<file path="config.mk">
export PLATFORM = sky130hd
export DESIGN_NAME = c_source_lexer_core
export DESIGN_NICKNAME = d
export VERILOG_FILES = /design/src/rtl/core/csl_pkg.sv /design/src/rtl/core/csl_front.sv /design/src/rtl/core/csl_back.sv /design/src/rtl/core/c_source_lexer_core.sv
export SDC_FILE = /design/constraint.sdc
export NUM_CORES = 2
export LEC_CHECK = 0
export ABC_AREA = 1
export BUFFER_PORTS_ARGS = -buffer_cell sky130_fd_sc_hd__buf_2
export CAP_MARGIN = 20
export CORE_MARGIN = 2
export CORE_UTILIZATION = 40
export CTS_BUF_LIST = sky130_fd_sc_hd__clkbuf_2
export DETAILED_ROUTE_END_ITERATION = 8
export GPL_TIMING_DRIVEN = 0
export HOLD_SLACK_MARGIN = 0.15
export PLACE_DENSITY = 0.52
export SLEW_MARGIN = 30
export SYNTH_ARGS = -nofsm -noshare
export SYNTH_HDL_FRONTEND = slang
export SYNTH_SLANG_ARGS = --single-unit
</file>
<file path="constraint.sdc">
create_clock -name i_clk -period 7.7 [get_ports i_clk]
set_input_delay 1.155 -clock i_clk [delete_from_list [all_inputs] [get_ports i_clk]]
set_output_delay 1.155 -clock i_clk [all_outputs]
set_load 0.01 [all_outputs]
</file>
<file path="src/rtl/core/csl_pkg.sv">
package csl_pkg;

    typedef enum logic [3:0] {
        M_IDLE, M_IDENT, M_NUMBER, M_STRING, M_STR_ESC, M_CHAR_BODY,
        M_CHAR_ESC, M_CHAR_CLOSE, M_OP1, M_OP2, M_COMMENT, M_DONE
    } t_mode;

    localparam logic [6:0] K_EOF      = 7'd0;
    localparam logic [6:0] K_NUMBER   = 7'd1;
    localparam logic [6:0] K_IDENT    = 7'd2;
    localparam logic [6:0] K_STRING   = 7'd3;
    localparam logic [6:0] K_CHARLIT  = 7'd4;
    localparam logic [6:0] K_KW_BASE  = 7'd5;
    localparam logic [6:0] K_PAREN_O  = 7'd23;
    localparam logic [6:0] K_PAREN_C  = 7'd24;
    localparam logic [6:0] K_SEMI     = 7'd25;
    localparam logic [6:0] K_BRACE_O  = 7'd26;
    localparam logic [6:0] K_BRACE_C  = 7'd27;
    localparam logic [6:0] K_COMMA    = 7'd28;
    localparam logic [6:0] K_BRACK_O  = 7'd29;
    localparam logic [6:0] K_BRACK_C  = 7'd30;
    localparam logic [6:0] K_TILDE    = 7'd31;
    localparam logic [6:0] K_COLON    = 7'd32;
    localparam logic [6:0] K_VARARG   = 7'd33;
    localparam logic [6:0] K_MEMBER   = 7'd34;
    localparam logic [6:0] K_ADDEQ    = 7'd35;
    localparam logic [6:0] K_INC      = 7'd36;
    localparam logic [6:0] K_ADD      = 7'd37;
    localparam logic [6:0] K_SUBEQ    = 7'd38;
    localparam logic [6:0] K_DEC      = 7'd39;
    localparam logic [6:0] K_ARROW    = 7'd40;
    localparam logic [6:0] K_SUB      = 7'd41;
    localparam logic [6:0] K_MULEQ    = 7'd42;
    localparam logic [6:0] K_MUL      = 7'd43;
    localparam logic [6:0] K_DIVEQ    = 7'd44;
    localparam logic [6:0] K_DIV      = 7'd45;
    localparam logic [6:0] K_REMEQ    = 7'd46;
    localparam logic [6:0] K_REM      = 7'd47;
    localparam logic [6:0] K_ANDEQ    = 7'd48;
    localparam logic [6:0] K_LOGAND   = 7'd49;
    localparam logic [6:0] K_AND      = 7'd50;
    localparam logic [6:0] K_OREQ     = 7'd51;
    localparam logic [6:0] K_LOGOR    = 7'd52;
    localparam logic [6:0] K_OR       = 7'd53;
    localparam logic [6:0] K_XOREQ    = 7'd54;
    localparam logic [6:0] K_XOR      = 7'd55;
    localparam logic [6:0] K_LE       = 7'd56;
    localparam logic [6:0] K_SHLEQ    = 7'd57;
    localparam logic [6:0] K_SHL      = 7'd58;
    localparam logic [6:0] K_LT       = 7'd59;
    localparam logic [6:0] K_GE       = 7'd60;
    localparam logic [6:0] K_SHREQ    = 7'd61;
    localparam logic [6:0] K_SHR      = 7'd62;
    localparam logic [6:0] K_GT       = 7'd63;
    localparam logic [6:0] K_EQ       = 7'd64;
    localparam logic [6:0] K_ASSIGN   = 7'd65;
    localparam logic [6:0] K_NE       = 7'd66;
    localparam logic [6:0] K_BANG     = 7'd67;
    localparam logic [6:0] K_TEXT     = 7'd68;
    localparam logic [6:0] K_ERROR    = 7'd69;

    localparam logic [2:0] E_NONE       = 3'd0;
    localparam logic [2:0] E_UNEXPECTED = 3'd1;
    localparam logic [2:0] E_BAD_ESC    = 3'd2;
    localparam logic [2:0] E_OPEN_STR   = 3'd3;
    localparam logic [2:0] E_OPEN_CHAR  = 3'd4;

    localparam logic [30:0] NUM_MAX = 31'h7FFF_FFFF;

    // Result without position; position is chosen from a small code.
    typedef enum logic [1:0] {
        P_START, P_START_NEXT, P_CUR
    } t_pos_sel;

    typedef struct packed {
        logic [6:0]  kind;
        t_pos_sel    pos;
        logic [30:0] num;
        logic [7:0]  chr;
        logic [2:0]  err;
    } t_res;

    typedef struct packed {
        logic [1:0] count;
        t_res       r0;
        t_res       r1;
        t_res       r2;
    } t_burst;

    localparam logic [63:0] KW_TEXT [18] = '{
        64'h0000_6e72_7574_6572, 64'h0000_0000_0000_6669,
        64'h0000_0000_6573_6c65, 64'h0000_0065_6c69_6877,
        64'h0000_0000_0072_6f66, 64'h0000_0000_0074_6e69,
        64'h0000_666f_657a_6973, 64'h0000_0000_7261_6863,
        64'h0000_006b_6165_7262, 64'h6575_6e69_746e_6f63,
        64'h0000_6863_7469_7773, 64'h0000_0000_6573_6163,
        64'h0074_6c75_6166_6564, 64'h0000_7463_7572_7473,
        64'h0066_6564_6570_7974, 64'h0000_006e_6f69_6e75,
        64'h0000_0000_6d75_6e65, 64'h0000_0000_6469_6f76
    };
    localparam logic [3:0] KW_LEN [18] = '{
        4'd6, 4'd2, 4'd4, 4'd5, 4'd3, 4'd3, 4'd6, 4'd4, 4'd5,
        4'd8, 4'd6, 4'd4, 4'd7, 4'd6, 4'd7, 4'd5, 4'd4, 4'd4
    };

    function automatic logic is_alpha(input logic [7:0] b);
        return (b >= 8'h61 && b <= 8'h7a) || (b >= 8'h41 && b <= 8'h5a) || b == 8'h5f;
    endfunction

    function automatic logic is_digit(input logic [7:0] b);
        return b >= 8'h30 && b <= 8'h39;
    endfunction

    function automatic logic is_space(input logic [7:0] b);
        return b == 8'h20 || (b >= 8'd9 && b <= 8'd13);
    endfunction

    // Returns {valid, value}.
    function automatic logic [8:0] decode_escape(input logic [7:0] b);
        case (b)
            8'h6e:   return {1'b1, 8'h0a};
            8'h5c:   return {1'b1, 8'h5c};
            8'h27:   return {1'b1, 8'h27};
            8'h22:   return {1'b1, 8'h22};
            default: return 9'd0;
        endcase
    endfunction

    function automatic logic [7:0] single_kind(input logic [7:0] b);
        case (b)
            8'h28:   return {1'b1, K_PAREN_O};
            8'h29:   return {1'b1, K_PAREN_C};
            8'h3b:   return {1'b1, K_SEMI};
            8'h7b:   return {1'b1, K_BRACE_O};
            8'h7d:   return {1'b1, K_BRACE_C};
            8'h2c:   return {1'b1, K_COMMA};
            8'h5b:   return {1'b1, K_BRACK_O};
            8'h5d:   return {1'b1, K_BRACK_C};
            8'h7e:   return {1'b1, K_TILDE};
            8'h3a:   return {1'b1, K_COLON};
            default: return 8'd0;
        endcase
    endfunction

    function automatic logic [7:0] lead_kind(input logic [7:0] b);
        case (b)
            8'h2e:   return {1'b1, K_MEMBER};
            8'h2b:   return {1'b1, K_ADD};
            8'h2d:   return {1'b1, K_SUB};
            8'h2a:   return {1'b1, K_MUL};
            8'h2f:   return {1'b1, K_DIV};
            8'h25:   return {1'b1, K_REM};
            8'h26:   return {1'b1, K_AND};
            8'h7c:   return {1'b1, K_OR};
            8'h5e:   return {1'b1, K_XOR};
            8'h3c:   return {1'b1, K_LT};
            8'h3e:   return {1'b1, K_GT};
            8'h3d:   return {1'b1, K_ASSIGN};
            8'h21:   return {1'b1, K_BANG};
            default: return 8'd0;
        endcase
    endfunction

    function automatic logic [7:0] pair_kind(input logic [7:0] c, input logic [7:0] b);
        logic [7:0] k;
        k = 8'd0;
        if (b == 8'h3d) begin
            case (c)
                8'h2b:   k = {1'b1, K_ADDEQ};
                8'h2d:   k = {1'b1, K_SUBEQ};
                8'h2a:   k = {1'b1, K_MULEQ};
                8'h2f:   k = {1'b1, K_DIVEQ};
                8'h25:   k = {1'b1, K_REMEQ};
                8'h26:   k = {1'b1, K_ANDEQ};
                8'h7c:   k = {1'b1, K_OREQ};
                8'h5e:   k = {1'b1, K_XOREQ};
                8'h3c:   k = {1'b1, K_LE};
                8'h3e:   k = {1'b1, K_GE};
                8'h3d:   k = {1'b1, K_EQ};
                8'h21:   k = {1'b1, K_NE};
                default: k = 8'd0;
            endcase
        end else if (c == 8'h2b && b == 8'h2b) begin
            k = {1'b1, K_INC};
        end else if (c == 8'h2d && b == 8'h2d) begin
            k = {1'b1, K_DEC};
        end else if (c == 8'h2d && b == 8'h3e) begin
            k = {1'b1, K_ARROW};
        end else if (c == 8'h26 && b == 8'h26) begin
            k = {1'b1, K_LOGAND};
        end else if (c == 8'h7c && b == 8'h7c) begin
            k = {1'b1, K_LOGOR};
        end
        return k;
    endfunction

    function automatic t_res mk(input logic [6:0] kind, input t_pos_sel pos,
                                input logic [30:0] num, input logic [7:0] chr,
                                input logic [2:0] err);
        t_res r;
        r.kind = kind;
        r.pos  = pos;
        r.num  = num;
        r.chr  = chr;
        r.err  = err;
        return r;
    endfunction

endpackage

</file>
<file path="src/rtl/core/csl_front.sv">
// Front part: holds lexing state and turns each byte into a burst of up to
// three position-less results, plus the positions they refer to.
module csl_front #(
    parameter int LINE_BITS   = 16,
    parameter int COLUMN_BITS = 12
) (
    input  logic                   i_clk,
    input  logic                   i_rst_n,
    input  logic                   i_take,
    input  logic [7:0]             i_byte,
    input  logic                   i_eoi,
    output csl_pkg::t_burst        o_burst,
    output logic [LINE_BITS-1:0]   o_start_line,
    output logic [COLUMN_BITS-1:0] o_start_col,
    output logic [LINE_BITS-1:0]   o_cur_line,
    output logic [COLUMN_BITS-1:0] o_cur_col
);

    localparam logic [LINE_BITS-1:0]   LINE_MAX = '1;
    localparam logic [COLUMN_BITS-1:0] COL_MAX  = '1;

    csl_pkg::t_mode          r_mode, n_mode;
    logic [7:0]              r_pend0, n_pend0, r_pend1, n_pend1;
    logic [30:0]             r_num, n_num;
    logic [63:0]             r_kwp, n_kwp;
    logic [3:0]              r_ilen, n_ilen;
    logic [LINE_BITS-1:0]    r_line, n_line, r_sline, n_sline;
    logic [COLUMN_BITS-1:0]  r_col, n_col, r_scol, n_scol;
    logic                    r_halt, n_halt;

    csl_pkg::t_res           res [3];
    logic [1:0]              cnt;

    logic [6:0]  ident_kind;
    logic [34:0] mul10;
    logic [35:0] num_sum;
    logic [8:0]  esc;
    logic [7:0]  pk, sk, lk;

    always_comb begin
        ident_kind = csl_pkg::K_IDENT;
        for (int i = 17; i >= 0; i--) begin
            if (r_ilen == csl_pkg::KW_LEN[i] && r_kwp == csl_pkg::KW_TEXT[i]) begin
                ident_kind = csl_pkg::K_KW_BASE + 7'(i);
            end
        end
    end

    assign mul10   = {1'b0, r_num, 3'b000} + {3'b000, r_num, 1'b0};
    assign num_sum = {1'b0, mul10} + {28'd0, i_byte - 8'h30};
    assign esc     = csl_pkg::decode_escape(i_byte);
    assign pk      = csl_pkg::pair_kind(r_pend0, i_byte);
    assign sk      = csl_pkg::single_kind(i_byte);
    assign lk      = csl_pkg::lead_kind(r_pend0);

    always_comb begin
        csl_pkg::t_res nr;
        logic          disp;
        logic [7:0]    dk;
        nr     = csl_pkg::mk(csl_pkg::K_EOF, csl_pkg::P_START, '0, '0, csl_pkg::E_NONE);
        res[0] = nr;
        res[1] = nr;
        res[2] = nr;
        cnt    = 2'd0;
        disp   = 1'b0;
        dk     = csl_pkg::lead_kind(i_byte);
        n_mode = r_mode;
        n_pend0 = r_pend0;
        n_pend1 = r_pend1;
        n_num  = r_num;
        n_kwp  = r_kwp;
        n_ilen = r_ilen;
        n_line = r_line;
        n_col  = r_col;
        n_sline = r_sline;
        n_scol = r_scol;
        n_halt = r_halt;

        if (!r_halt) begin
            if (r_mode == csl_pkg::M_DONE) begin
                res[0] = nr;
                res[0].pos = csl_pkg::P_CUR;
                cnt = 2'd1;
            end else if (i_eoi) begin
                case (r_mode)
                    csl_pkg::M_IDENT: begin
                        res[0].kind = ident_kind;
                        cnt = 2'd1;
                    end
                    csl_pkg::M_NUMBER: begin
                        res[0].kind = csl_pkg::K_NUMBER;
                        res[0].num = r_num;
                        cnt = 2'd1;
                    end
                    csl_pkg::M_STRING: begin
                        res[0] = csl_pkg::mk(csl_pkg::K_ERROR, csl_pkg::P_START, '0, '0,
                                             csl_pkg::E_OPEN_STR);
                        n_halt = 1'b1;
                    end
                    csl_pkg::M_STR_ESC, csl_pkg::M_CHAR_ESC: begin
                        res[0] = csl_pkg::mk(csl_pkg::K_ERROR, csl_pkg::P_CUR, '0, '0,
                                             csl_pkg::E_BAD_ESC);
                        n_halt = 1'b1;
                    end
                    csl_pkg::M_CHAR_BODY, csl_pkg::M_CHAR_CLOSE: begin
                        res[0] = csl_pkg::mk(csl_pkg::K_ERROR, csl_pkg::P_START, '0, '0,
                                             csl_pkg::E_OPEN_CHAR);
                        n_halt = 1'b1;
                    end
                    csl_pkg::M_OP1: begin
                        res[0].kind = lk[6:0];
                        cnt = 2'd1;
                    end
                    csl_pkg::M_OP2: begin
                        if (r_pend0 == 8'h2e) begin
                            res[0].kind = csl_pkg::K_MEMBER;
                            res[1].kind = csl_pkg::K_MEMBER;
                            res[1].pos  = csl_pkg::P_START_NEXT;
                            cnt = 2'd2;
                        end else begin
                            res[0].kind = (r_pend0 == 8'h3c) ? csl_pkg::K_SHL
                                                             : csl_pkg::K_SHR;
                            cnt = 2'd1;
                        end
                    end
                    default: cnt = 2'd0;
                endcase
                if (n_halt) begin
                    cnt = 2'd1;
                end else begin
                    res[cnt] = csl_pkg::mk(csl_pkg::K_EOF, csl_pkg::P_CUR, '0, '0,
                                           csl_pkg::E_NONE);
                    cnt = cnt + 2'd1;
                    n_mode = csl_pkg::M_DONE;
                end
            end else begin
                case (r_mode)
                    csl_pkg::M_IDENT: begin
                        if (csl_pkg::is_alpha(i_byte) || csl_pkg::is_digit(i_byte)) begin
                            if (r_ilen < 4'd8) begin
                                n_kwp = r_kwp | ({56'd0, i_byte} << {r_ilen[2:0], 3'b000});
                            end
                            if (r_ilen < 4'd15) begin
                                n_ilen = r_ilen + 4'd1;
                            end
                            res[0].kind = csl_pkg::K_TEXT;
                            res[0].chr  = i_byte;
                            cnt = 2'd1;
                        end else begin
                            res[0].kind = ident_kind;
                            cnt = 2'd1;
                            disp = 1'b1;
                        end
                    end
                    csl_pkg::M_NUMBER: begin
                        if (csl_pkg::is_digit(i_byte)) begin
                            n_num = (num_sum > {5'd0, csl_pkg::NUM_MAX}) ? csl_pkg::NUM_MAX
                                                                         : num_sum[30:0];
                        end else begin
                            res[0].kind = csl_pkg::K_NUMBER;
                            res[0].num  = r_num;
                            cnt = 2'd1;
                            disp = 1'b1;
                        end
                    end
                    csl_pkg::M_STRING: begin
                        if (i_byte == 8'h5c) begin
                            n_mode = csl_pkg::M_STR_ESC;
                        end else if (i_byte == 8'h22) begin
                            res[0].kind = csl_pkg::K_STRING;
                            cnt = 2'd1;
                            n_mode = csl_pkg::M_IDLE;
                        end else begin
                            res[0].kind = csl_pkg::K_TEXT;
                            res[0].chr  = i_byte;
                            cnt = 2'd1;
                        end
                    end
                    csl_pkg::M_STR_ESC: begin
                        cnt = 2'd1;
                        if (!esc[8]) begin
                            res[0] = csl_pkg::mk(csl_pkg::K_ERROR, csl_pkg::P_CUR, '0, '0,
                                                 csl_pkg::E_BAD_ESC);
                            n_halt = 1'b1;
                        end else begin
                            res[0].kind = csl_pkg::K_TEXT;
                            res[0].chr  = esc[7:0];
                            n_mode = csl_pkg::M_STRING;
                        end
                    end
                    csl_pkg::M_CHAR_BODY: begin
                        if (i_byte == 8'h5c) begin
                            n_mode = csl_pkg::M_CHAR_ESC;
                        end else begin
                            n_pend1 = i_byte;
                            n_mode = csl_pkg::M_CHAR_CLOSE;
                        end
                    end
                    csl_pkg::M_CHAR_ESC: begin
                        if (!esc[8]) begin
                            res[0] = csl_pkg::mk(csl_pkg::K_ERROR, csl_pkg::P_CUR, '0, '0,
                                                 csl_pkg::E_BAD_ESC);
                            cnt = 2'd1;
                            n_halt = 1'b1;
                        end else begin
                            n_pend1 = esc[7:0];
                            n_mode = csl_pkg::M_CHAR_CLOSE;
                        end
                    end
                    csl_pkg::M_CHAR_CLOSE: begin
                        cnt = 2'd1;
                        if (i_byte == 8'h27) begin
                            res[0].kind = csl_pkg::K_CHARLIT;
                            res[0].chr  = r_pend1;
                            n_mode = csl_pkg::M_IDLE;
                        end else begin
                            res[0] = csl_pkg::mk(csl_pkg::K_ERROR, csl_pkg::P_START, '0, '0,
                                                 csl_pkg::E_OPEN_CHAR);
                            n_halt = 1'b1;
                        end
                    end
                    csl_pkg::M_OP1: begin
                        if ((r_pend0 == 8'h2e || r_pend0 == 8'h3c || r_pend0 == 8'h3e)
                            && i_byte == r_pend0) begin
                            n_pend1 = i_byte;
                            n_mode = csl_pkg::M_OP2;
                        end else if (r_pend0 == 8'h2f && i_byte == 8'h2f) begin
                            n_mode = csl_pkg::M_COMMENT;
                        end else if (pk[7]) begin
                            res[0].kind = pk[6:0];
                            cnt = 2'd1;
                            n_mode = csl_pkg::M_IDLE;
                        end else begin
                            res[0].kind = lk[6:0];
                            cnt = 2'd1;
                            disp = 1'b1;
                        end
                    end
                    csl_pkg::M_OP2: begin
                        if (r_pend0 == 8'h2e) begin
                            if (i_byte == 8'h2e) begin
                                res[0].kind = csl_pkg::K_VARARG;
                                cnt = 2'd1;
                                n_mode = csl_pkg::M_IDLE;
                            end else begin
                                res[0].kind = csl_pkg::K_MEMBER;
                                res[1].kind = csl_pkg::K_MEMBER;
                                res[1].pos  = csl_pkg::P_START_NEXT;
                                cnt = 2'd2;
                                disp = 1'b1;
                            end
                        end else if (i_byte == 8'h3d) begin
                            res[0].kind = (r_pend0 == 8'h3c) ? csl_pkg::K_SHLEQ
                                                             : csl_pkg::K_SHREQ;
                            cnt = 2'd1;
                            n_mode = csl_pkg::M_IDLE;
                        end else begin
                            res[0].kind = (r_pend0 == 8'h3c) ? csl_pkg::K_SHL
                                                             : csl_pkg::K_SHR;
                            cnt = 2'd1;
                            disp = 1'b1;
                        end
                    end
                    csl_pkg::M_COMMENT: begin
                        if (i_byte == 8'h0a) begin
                            n_mode = csl_pkg::M_IDLE;
                        end
                    end
                    default: disp = 1'b1;
                endcase

                // Start a fresh token with the current byte.
                if (disp) begin
                    n_mode = csl_pkg::M_IDLE;
                    if (!csl_pkg::is_space(i_byte)) begin
                        n_sline = r_line;
                        n_scol  = r_col;
                        if (csl_pkg::is_digit(i_byte)) begin
                            n_num  = {23'd0, i_byte - 8'h30};
                            n_mode = csl_pkg::M_NUMBER;
                        end else if (csl_pkg::is_alpha(i_byte)) begin
                            n_kwp  = {56'd0, i_byte};
                            n_ilen = 4'd1;
                            n_mode = csl_pkg::M_IDENT;
                            res[cnt] = csl_pkg::mk(csl_pkg::K_TEXT, csl_pkg::P_CUR, '0,
                                                   i_byte, csl_pkg::E_NONE);
                            cnt = cnt + 2'd1;
                        end else if (i_byte == 8'h22) begin
                            n_mode = csl_pkg::M_STRING;
                        end else if (i_byte == 8'h27) begin
                            n_mode = csl_pkg::M_CHAR_BODY;
                        end else if (sk[7]) begin
                            res[cnt] = csl_pkg::mk(sk[6:0], csl_pkg::P_CUR, '0, '0,
                                                   csl_pkg::E_NONE);
                            cnt = cnt + 2'd1;
                        end else if (dk[7]) begin
                            n_pend0 = i_byte;
                            n_mode  = csl_pkg::M_OP1;
                        end else begin
                            res[cnt] = csl_pkg::mk(csl_pkg::K_ERROR, csl_pkg::P_CUR, '0,
                                                   '0, csl_pkg::E_UNEXPECTED);
                            cnt = cnt + 2'd1;
                            n_halt = 1'b1;
                        end
                    end
                end

                if (i_byte == 8'h0a) begin
                    if (r_line != LINE_MAX) begin
                        n_line = r_line + LINE_BITS'(1);
                    end
                    n_col = COLUMN_BITS'(1);
                end else if (r_col != COL_MAX) begin
                    n_col = r_col + COLUMN_BITS'(1);
                end
            end
        end
    end

    always_ff @(posedge i_clk) begin
        if (!i_rst_n) begin
            r_mode  <= csl_pkg::M_IDLE;
            r_pend0 <= '0;
            r_pend1 <= '0;
            r_num   <= '0;
            r_kwp   <= '0;
            r_ilen  <= '0;
            r_line  <= LINE_BITS'(1);
            r_col   <= COLUMN_BITS'(1);
            r_sline <= LINE_BITS'(1);
            r_scol  <= COLUMN_BITS'(1);
            r_halt  <= 1'b0;
        end else if (i_take) begin
            r_mode  <= n_mode;
            r_pend0 <= n_pend0;
            r_pend1 <= n_pend1;
            r_num   <= n_num;
            r_kwp   <= n_kwp;
            r_ilen  <= n_ilen;
            r_line  <= n_line;
            r_col   <= n_col;
            r_sline <= n_sline;
            r_scol  <= n_scol;
            r_halt  <= n_halt;
        end
    end

    // A result tagged P_CUR and emitted by dispatch uses the new start, which
    // equals the current position; errors at the current byte do too.
    assign o_burst.count = cnt;
    assign o_burst.r0    = res[0];
    assign o_burst.r1    = res[1];
    assign o_burst.r2    = res[2];
    assign o_start_line  = r_sline;
    assign o_start_col   = r_scol;
    assign o_cur_line    = r_line;
    assign o_cur_col     = r_col;

`ifndef SYNTHESIS
    a_halt_sticky: assert property (@(posedge i_clk) disable iff (!i_rst_n)
        r_halt |=> r_halt) else $error("halt flag cleared without reset");
    a_halt_silent: assert property (@(posedge i_clk) disable iff (!i_rst_n)
        r_halt |-> cnt == 2'd0) else $error("results while halted");
    a_col_nonzero: assert property (@(posedge i_clk) disable iff (!i_rst_n)
        r_col != '0 && r_line != '0) else $error("position fell to zero");
`endif

endmodule

</file>
<file path="src/rtl/core/csl_back.sv">
// Back part: holds a queue of resolved results, one per entry, and serves
// them oldest first.
module csl_back #(
    parameter int LINE_BITS   = 16,
    parameter int COLUMN_BITS = 12,
    parameter int DEPTH_LOG2  = 3
) (
    input  logic                   i_clk,
    input  logic                   i_rst_n,
    input  logic                   i_push,
    input  csl_pkg::t_burst        i_burst,
    input  logic [LINE_BITS-1:0]   i_start_line,
    input  logic [COLUMN_BITS-1:0] i_start_col,
    input  logic [LINE_BITS-1:0]   i_cur_line,
    input  logic [COLUMN_BITS-1:0] i_cur_col,
    output logic                   o_room,
    input  logic                   i_pop,
    output logic                   o_empty,
    output logic [6:0]             o_kind,
    output logic [LINE_BITS-1:0]   o_line,
    output logic [COLUMN_BITS-1:0] o_col,
    output logic [30:0]            o_num,
    output logic [7:0]             o_chr,
    output logic [2:0]             o_err,
    output logic                   o_last
);

    localparam int DEPTH = 1 << DEPTH_LOG2;
    localparam logic [COLUMN_BITS-1:0] COL_MAX = '1;

    typedef struct packed {
        logic [6:0]             kind;
        logic [LINE_BITS-1:0]   line;
        logic [COLUMN_BITS-1:0] col;
        logic [30:0]            num;
        logic [7:0]             chr;
        logic [2:0]             err;
        logic                   last;
    } t_entry;

    t_entry                r_q [DEPTH];
    logic [DEPTH_LOG2-1:0] r_wp, r_rp;
    logic [DEPTH_LOG2:0]   r_cnt, n_cnt;
    t_entry                ent [3];
    csl_pkg::t_res         src [3];
    logic                  do_pop;

    assign src[0] = i_burst.r0;
    assign src[1] = i_burst.r1;
    assign src[2] = i_burst.r2;

    always_comb begin
        for (int i = 0; i < 3; i++) begin
            ent[i].kind = src[i].kind;
            ent[i].num  = src[i].num;
            ent[i].chr  = src[i].chr;
            ent[i].err  = src[i].err;
            ent[i].last = (2'(i) == i_burst.count - 2'd1);
            case (src[i].pos)
                csl_pkg::P_CUR: begin
                    ent[i].line = i_cur_line;
                    ent[i].col  = i_cur_col;
                end
                csl_pkg::P_START_NEXT: begin
                    ent[i].line = i_start_line;
                    ent[i].col  = (i_start_col != COL_MAX) ? i_start_col + COLUMN_BITS'(1)
                                                           : COL_MAX;
                end
                default: begin
                    ent[i].line = i_start_line;
                    ent[i].col  = i_start_col;
                end
            endcase
        end
    end

    assign o_empty = (r_cnt == '0);
    assign do_pop  = i_pop && !o_empty;
    // Keep space for a whole burst of three.
    assign o_room  = (r_cnt <= (DEPTH_LOG2+1)'(DEPTH - 3));

    always_comb begin
        n_cnt = r_cnt - (DEPTH_LOG2+1)'(do_pop);
        if (i_push) begin
            n_cnt = n_cnt + (DEPTH_LOG2+1)'(i_burst.count);
        end
    end

    always_ff @(posedge i_clk) begin
        if (i_push) begin
            for (int i = 0; i < 3; i++) begin
                if (2'(i) < i_burst.count) begin
                    r_q[r_wp + DEPTH_LOG2'(i)] <= ent[i];
                end
            end
        end
    end

    always_ff @(posedge i_clk) begin
        if (!i_rst_n) begin
            r_wp  <= '0;
            r_rp  <= '0;
            r_cnt <= '0;
        end else begin
            if (i_push) begin
                r_wp <= r_wp + DEPTH_LOG2'(i_burst.count);
            end
            if (do_pop) begin
                r_rp <= r_rp + DEPTH_LOG2'(1);
            end
            r_cnt <= n_cnt;
        end
    end

    t_entry head;
    assign head   = r_q[r_rp];
    assign o_kind = head.kind;
    assign o_line = head.line;
    assign o_col  = head.col;
    assign o_num  = head.num;
    assign o_chr  = head.chr;
    assign o_err  = head.err;
    assign o_last = head.last;

`ifndef SYNTHESIS
    a_no_overflow: assert property (@(posedge i_clk) disable iff (!i_rst_n)
        r_cnt <= (DEPTH_LOG2+1)'(DEPTH)) else $error("result queue overflow");
    a_push_room: assert property (@(posedge i_clk) disable iff (!i_rst_n)
        i_push |-> o_room) else $error("push without room");
    a_count_track: assert property (@(posedge i_clk) disable iff (!i_rst_n)
        (!i_push && !do_pop) |=> $stable(r_cnt)) else $error("count moved while idle");
`endif

endmodule

</file>
<file path="src/rtl/core/c_source_lexer_core.sv">
// Streaming C lexer core.
// Input channel: drive i_byte_in / i_end_of_input with push; a request is
//   taken at a rising edge with push high and full low. One byte per cycle
//   is sustained while full stays low.
// Result channel: while empty is low the oldest result stands on the o_
//   ports; raise pop to take it. Each request gives zero to three results;
//   o_last_of_run marks the last one of a request.
// Timing: the front part classifies a byte in the cycle it is taken; its
//   results are written into the result queue by the edge that takes it.
// Throughput: one request per cycle while the queue holds at least three free
//   entries; a request that yields three results needs three pops to drain,
//   so a slow receiver throttles input through full.
// Reset: i_rst_n low at a clock edge clears lexing mode, position (line 1,
//   column 1), halt flag and the queue. No clearing pass is needed.
// Errors: an error result is queued and the lexer then drops every later
//   request silently until reset.
// After end of input, every further request yields one more EOF token, unless the lexer has halted on an error.
module c_source_lexer_core #(
    parameter int LINE_BITS   = 16,
    parameter int COLUMN_BITS = 12
) (
    input  logic                   i_clk,
    input  logic                   i_rst_n,
    input  logic                   push,
    output logic                   full,
    input  logic [7:0]             i_byte_in,
    input  logic                   i_end_of_input,
    output logic                   empty,
    input  logic                   pop,
    output logic [6:0]             o_token_kind,
    output logic [LINE_BITS-1:0]   o_start_line,
    output logic [COLUMN_BITS-1:0] o_start_column,
    output logic [30:0]            o_number_value,
    output logic [7:0]             o_char_value,
    output logic [2:0]             o_error_code,
    output logic                   o_last_of_run
);

    csl_pkg::t_burst        burst;
    logic [LINE_BITS-1:0]   sline, cline;
    logic [COLUMN_BITS-1:0] scol, ccol;
    logic                   room, take;

    // Accept only when the queue can hold a whole burst.
    assign full = !room;
    assign take = push && room;

    csl_front #(
        .LINE_BITS   (LINE_BITS),
        .COLUMN_BITS (COLUMN_BITS)
    ) u_front (
        .i_clk        (i_clk),
        .i_rst_n      (i_rst_n),
        .i_take       (take),
        .i_byte       (i_byte_in),
        .i_eoi        (i_end_of_input),
        .o_burst      (burst),
        .o_start_line (sline),
        .o_start_col  (scol),
        .o_cur_line   (cline),
        .o_cur_col    (ccol)
    );

    // Results go straight into the queue in the accepting cycle; positions
    // are resolved against the state seen before the byte.
    csl_back #(
        .LINE_BITS   (LINE_BITS),
        .COLUMN_BITS (COLUMN_BITS),
        .DEPTH_LOG2  (3)
    ) u_back (
        .i_clk        (i_clk),
        .i_rst_n      (i_rst_n),
        .i_push       (take),
        .i_burst      (burst),
        .i_start_line (sline),
        .i_start_col  (scol),
        .i_cur_line   (cline),
        .i_cur_col    (ccol),
        .o_room       (room),
        .i_pop        (pop),
        .o_empty      (empty),
        .o_kind       (o_token_kind),
        .o_line       (o_start_line),
        .o_col        (o_start_column),
        .o_num        (o_number_value),
        .o_chr        (o_char_value),
        .o_err        (o_error_code),
        .o_last       (o_last_of_run)
    );

`ifndef SYNTHESIS
    a_take_gated: assert property (@(posedge i_clk) disable iff (!i_rst_n)
        full |-> !take) else $error("request taken while full");
    a_last_at_end: assert property (@(posedge i_clk) disable iff (!i_rst_n)
        (!empty && o_token_kind == csl_pkg::K_ERROR) |-> o_last_of_run)
        else $error("error result not last of its run");
    a_err_code: assert property (@(posedge i_clk) disable iff (!i_rst_n)
        (!empty && o_token_kind != csl_pkg::K_ERROR) |-> o_error_code == csl_pkg::E_NONE)
        else $error("error code on a plain result");
`endif

endmodule

</file>
[After elaboration in Yosys (flattened, before gate mapping)]
Memories as Yosys holds them, arrays and structs flattened. A register that Yosys moved wholly into a read port is not among the register bits.
Cells that the tools add are included.
Storage, ports and cells
  bits in registers: 186
  RAM bits: 624
  bits of input ports: 13
  output and inout bits: 80
  word-level logic and storage cells: 475
  memories: 1
Operators by class
  add/subtract/negate cells: 16
  order comparisons: 19
  equal/unequal tests: 103
  shifts and indexed selects: 1
  mux-type cells: 244
  bitwise logic cells: 18
  reductions and logical operators: 59
Memories
  u_back.r_q: words 8, bits a word 78, read ports 1, clocked after memory_dff 1, wr ports 3, line csl_back.sv:41  | t_entry r_q [DEPTH];
Operators by type and width (count)
  2-to-1 mux 153 bit: 11
  2-to-1 mux 64 bit: 7
  2-to-1 mux 31 bit: 14
  equality test 64 x 31 -> 1 bit (second input constant): 5
  bitwise mux 153 bit: 2
  equality test 64 x 47 -> 1 bit (second input constant): 4
  equality test 8 x 6 -> 1 bit (second input constant): 30
  demux 51 bit (select 2 bit): 2
  2-to-1 mux 51 bit: 4
  equality test 64 x 39 -> 1 bit (second input constant): 3
  case mux 28 bit (2 select lines): 3
  2-to-1 mux 8 bit: 19
  AND 150 bit: 1
  inverter 150 bit: 1
  AND 138 bit: 1
  inverter 138 bit: 1
  equality test 64 x 23 -> 1 bit (second input constant): 2
  equality test 64 x 55 -> 1 bit (second input constant): 2
  2-to-1 mux 4 bit: 30
  2-to-1 mux 7 bit: 16
  case mux 8 bit (13 select lines): 1
  2-to-1 mux 102 bit: 1
  equality test 8 x 7 -> 1 bit (second input constant): 12
  case mux 8 bit (12 select lines): 1
  92 further kinds: 287

[Longest topological paths before layout]
  depth in word-level cells: 39
  depth in mapped cells: 27
  mapped depth without buffers: 24

[Cells and area by module]
A second synthesis with hierarchy kept.
Unflattened totals
  cell total of the unflattened synthesis: 6980
  area total of the unflattened synthesis: 52562.9 sq um
By module, submodules not included
  csl_back: instances 1, cells an instance 4296, area each 36615.1 sq um, seq. area each 18998.2 sq um
  csl_front: instances 1, cells an instance 2681, area each 15936.5 sq um, seq. area each 3523.4 sq um
  c_source_lexer_core: instances 1, cells an instance 3, area each 11.3 sq um, seq. area each 0.0 sq um

[Worst setup path before layout]
Ideal clock, no wire load.
  path kind: input to register
  start point: input i_byte_in[4]
  end point: memory u_back.r_q[3][0] (netlist name), enable pin
  setup time: 980 ps
  arrival time: 5766 ps
  slack: 954 ps
  stages: 21
  path buffers: 3
  cell sequence: buf_2 -> inv_1 -> ha_1 -> nand2_1 -> inv_1 -> nand3_1 -> nand2_1 -> nor3_1 -> nand2_1 -> nand2_1 -> nor3_2 -> ha_1 -> nand3_1 -> nand4_1 -> nand3_2 -> nand3_4 -> nor2_4 -> nand2_1 -> buf_2 -> buf_1 -> nand3_1
RTL lines
  from (decl): line c_source_lexer_core.sv:26  | input logic [7:0] i_byte_in,
  to (decl): line csl_back.sv:41

==> metrics list <==
- Type of element capturing the critical path: primary output
- Summed over all nets, the half-perimeter wirelength after detailed placement is 171 mm.
* Maximum number of pins on one net before global-route repair: 37
* Clock root cell: clkbuf_2
- Synthesized flop and latch total: roughly 810
* Setup CP Type: register to primary output
- Synth Area in Adders: 0.0234
* Net count of the mapped netlist: about 7000
* Reg-to-Reg End: u_back.r_q[1][69]
- Most used standard cell by instance count after synthesis: nand2_1
* Unique masters post-synth: 55
* Worst-Skew Late Latency: 1830 ps
- Of the total power, the share spent switching nets is 0.487.
- Total gr overflow: 0
* Max-Slew Margin vs Limit: 0.178
* Part of the Yosys area used for sequential elements: 0.450
* Number of setup violations in the final report: 0
- Counting both buffers and inverters, the worst setup path holds a total of 6.
- Hold path depth: 5
- Highest routed layer: met5
- Routed length on met3: approximately 25 mm
* Startpoint of the lowest-slack register-to-register path: u_front.r_mode[2]
* Number of fillers in the final layout: between 10000 and 15000
- Proportion of register bits with asynchronous set or reset after synthesis: 0
- The cell count after synthesis came out at ~7000.
* WP data required: 6550 ps
- Of the post-synthesis cell area, the dominant cell type holds 0.374.
* I/O Pins: just over 90
- After synthesis, the share of cell area in mux cells is 0.
* Fin Hold WS: 416 ps
* # Post-CTS Setup Buffers: 0
* Maximum fanout encountered on the critical timing path: 10
* Worst vdd ir: roughly 150 uV
* Number of buffers on the longest clock path: 3
- Number of I/O port buffers: 90
* Starting density of the core: 0.404
* Total standard cell area after synthesis: between 50000 and 60000 sq um
* Detailed-route via count: ~53000
- Post-route fraction of the period consumed by the critical path: 0.957
- Of the cells placed in the final design, the portion with a size suffix greater than 1 is 0.0879.
- Kind of cell with the highest combined delay on the critical path: buffers and inverters
* Total internal power: just under 10000 uW
- Average cell area after synthesis: approximately 7 sq um
* Number of core rows: 129
- Arr. time, crit path: 6210 ps
- TritonCTS buffer count: about 220
- TritonCTS built the clock tree.
- Detailed-route wire length: around 230 mm
* Clock network fraction of total power: 0.172
- The die covers ~130000 sq um.
* # Max-Cap Violations: 0
* Hold_sp: pop
- The slowest stage of the critical path is the a31oi_1 cell.
- For this design the static power due to leakage is about 0.024 uW.
- Across all register-to-register paths, the minimum setup slack is about 1200 ps.
- After detailed routing, the met2 layer carries between 90 and 100 mm of wire.
- Worst R2R Path Depth: 23
* Total DRC errors in the routed layout: 0
- Of the total synthesized cell area, the portion taken by AND, OR, NAND and NOR gates is 0.324.
- Overall fraction of global-route tracks in use: 0.352
- Compound-Gate Fraction of Synth Area: 0.129
- Net switching power: 9260 uW
* Power per cell area: approximately 340 nW/um^2
* Combinational fraction of design power: 0.493
* Synth-to-layout area growth: 10.9%
- Setup repair after global routing left no endpoint under its margin.
- The initial antenna violation count is 13.
- Pins Over Slew Limit: 0
* Sinks on the clock net: 813
- First-pass DRT Iterations: 9
- # H-tree levels: 4
- First-pass GRT wire length: between 300 and 400 mm
- Placer congestion estimate: 0.978
* # nets final: ~7400
- The largest single stage delay on the critical path is approximately 800 ps.
- The critical path goes through clkbuf_1 > inv_1 > clkbuf_2 > clkbuf_2 > clkbuf_1 > o21ai_0 > a31oi_1 > buf_2.
- By area, the combinational part of the netlist is dominated by simple AND/OR/NAND/NOR gates.
- For the pin with the worst max-slew slack, the measured transition is approximately 1200 ps.
- Run status: completed
- Vias in the first global route: between 40000 and 50000
- Yosys mapped a number of flops with a built-in enable equal to approximately 620.
- Post-synth top flop: edfxtp_1
* Final ANT Viol Nets: 0
- Width of the die: approximately 360 microns
- Achievable frequency: around 140 MHz
- The worst hold path belongs to the class input port to register.
* Placeable core area: about 120000 sq um
- Clock skew: between 150 and 200 ps
- In this run the vertical extent of the chip is approximately 360 microns.
- In the final routed layout, each cell accounts on average for approximately 25 microns.
* Cell type with the largest total area after synthesis: edfxtp_1
* Period minus WS final: around 7400 ps
* WL met1: 99.1 mm
- Of the total power, registers draw 0.335.
- After detailed routing, the number of vias per cell comes to 5.83.
- Final Total Pwr: ~19000 uW
- Final hold viol count: 0
* First-iteration detailed-routing DRC count: approximately 7000
- The commonest cells after synthesis are nand2_1, nor2_1, nand3_1.
- Count of yosys warnings during synthesis: 0
* Clk pin slew, worst setup/hold paths: 90 ps
- Of the total synthesized cell area, the portion taken by XOR and XNOR cells is 0.00682.
- The worst setup path is launched from a register.
* Largest cells by area after synthesis: edfxtp_1, nand2_1, nor2_1
- Post-route setup TNS: 0 ps
## state kept, by name (all words and copies together), names as in the netlist, named ones only
signal	cells
u_back.r_rp	3
u_front.o_start_col	12
u_front.r_pend1	8
u_front.o_start_line	16
u_front.r_kwp	64
u_back.r_q	624
u_front.o_cur_line	16
u_front.r_pend0	8
u_back.r_cnt	4
u_front.o_cur_col	12
u_back.r_wp	3
u_front.r_mode	4
u_front.r_ilen	4
u_front.r_num	31
u_front.r_halt	1
## metrics by stage
step                      cell area [sq um]  utilization  std cells  setup WS (ps)
final                                 55500        0.448       9117            332
after floorplan                       50100            -       6941            954
after global routing                  55500        0.448       9114            243
after CTS                             55500        0.448       9108            420
after global placement                52600        0.424       8668          -5180
after detailed placement              53300        0.430       8698           -508
## repair_timing
| item | in CTS | in global routing |
|---|---|---|
| resized for setup | 0 | 0 |
| hold buffers | 13 | 0 |
| endpoints found under the hold margin | 82 | 0 |
## layer usage
layer	vias to the layer above	track usage
li1	24202	-
met5	-	0.000370
met1	25203	0.500
met2	3133	0.513
met3	596	0.0828
met4	8	0.143
## power by group through the flow
stage / Sequential (uW) / Clock, uW / Combinational [uW]
after floorplan: 6450 / 0 / 5430
after global placement: 6670 / 0 / 8820
after detailed placement: 6460 / 0 / 9140
after CTS: 6360 / 3310 / 9170
after global routing: 6440 / 3520 / 10200
final: 6370 / 3280 / 9390
## cells by family (layout without fill, tap and decap cells)
family / count (synthesis) / count (layout)
AO/OA/AOI/OAI: 1174 / 1174
adder cells (fa/ha/maj): 89 / 89
AND/OR/NAND/NOR: 3965 / 3965
flip-flops: 813 / 813
XOR/XNOR: 39 / 39
buffers and inverters: 861 / 1394
other: 0 / 6
## worst max-delay path by stage
stage | end | slack, ps | cells past startpoint
3_3_place_gp | u_back.r_q[1][25] | -5180 | 21
6_report | o_error_code[0] | 330 | 8
4_1_cts | o_error_code[0] | 420 | 9
2_1_floorplan | u_back.r_q[3][0] | 950 | 21
3_5_place_dp | u_back.r_q[7][18] | -510 | 23
5_1_grt | u_back.r_q[4][69] | 240 | 27
## layout by cell type, fill, tap and decap left out, types with 7 or more instances in the layout
master	count
buf_12	19
nor4_1	16
nor2_1	1192
o211ai_1	52
dfxtp_1	189
clkinv_2	7
clkbuf_2	358
clkinv_1	52
nand3_1	667
a21o_1	8
xnor2_1	11
edfxtp_1	624
o22ai_1	83
o21ai_1	53
nor2_2	15
ha_1	81
nand2_1	1866
a32oi_1	16
a31oi_1	89
nand3_4	9
xor2_1	28
o21ai_0	583
a221oi_1	9
nor3_1	88
inv_1	421
buf_2	190
fa_1	8
dlygate4sd3_1	13
clkbuf_1	279
inv_2	10
a21oi_1	251
nand4_1	80
buf_1	18
## final cells by class
type | count | area [sq um] | share of cell area
flip-flops and latches | 813 | 22500 | 0.406
inverters | 440 | 1650 | 0.0297
clock buffers | 334 | 1670 | 0.0301
diodes | 6 | 15.0 | 0.000270
repair buffers | 136 | 1200 | 0.0216
clock inverters | 63 | 345 | 0.00622
multi-input cells | 5267 | 24300 | 0.438
well taps | 1637 | 2050 | 0.0369
plain buffers | 421 | 1740 | 0.0314
## worst register-to-register path: cells and delay by family, from the launching register on
kind / cells / cell delay (ps)
flops: 1 / 380
fa+ha+maj: 2 / 620
buf+inv: 7 / 1970
compound gates: 2 / 1140
simple gates: 12 / 2080
No activity file was read; power rests on OpenSTA's default activity.
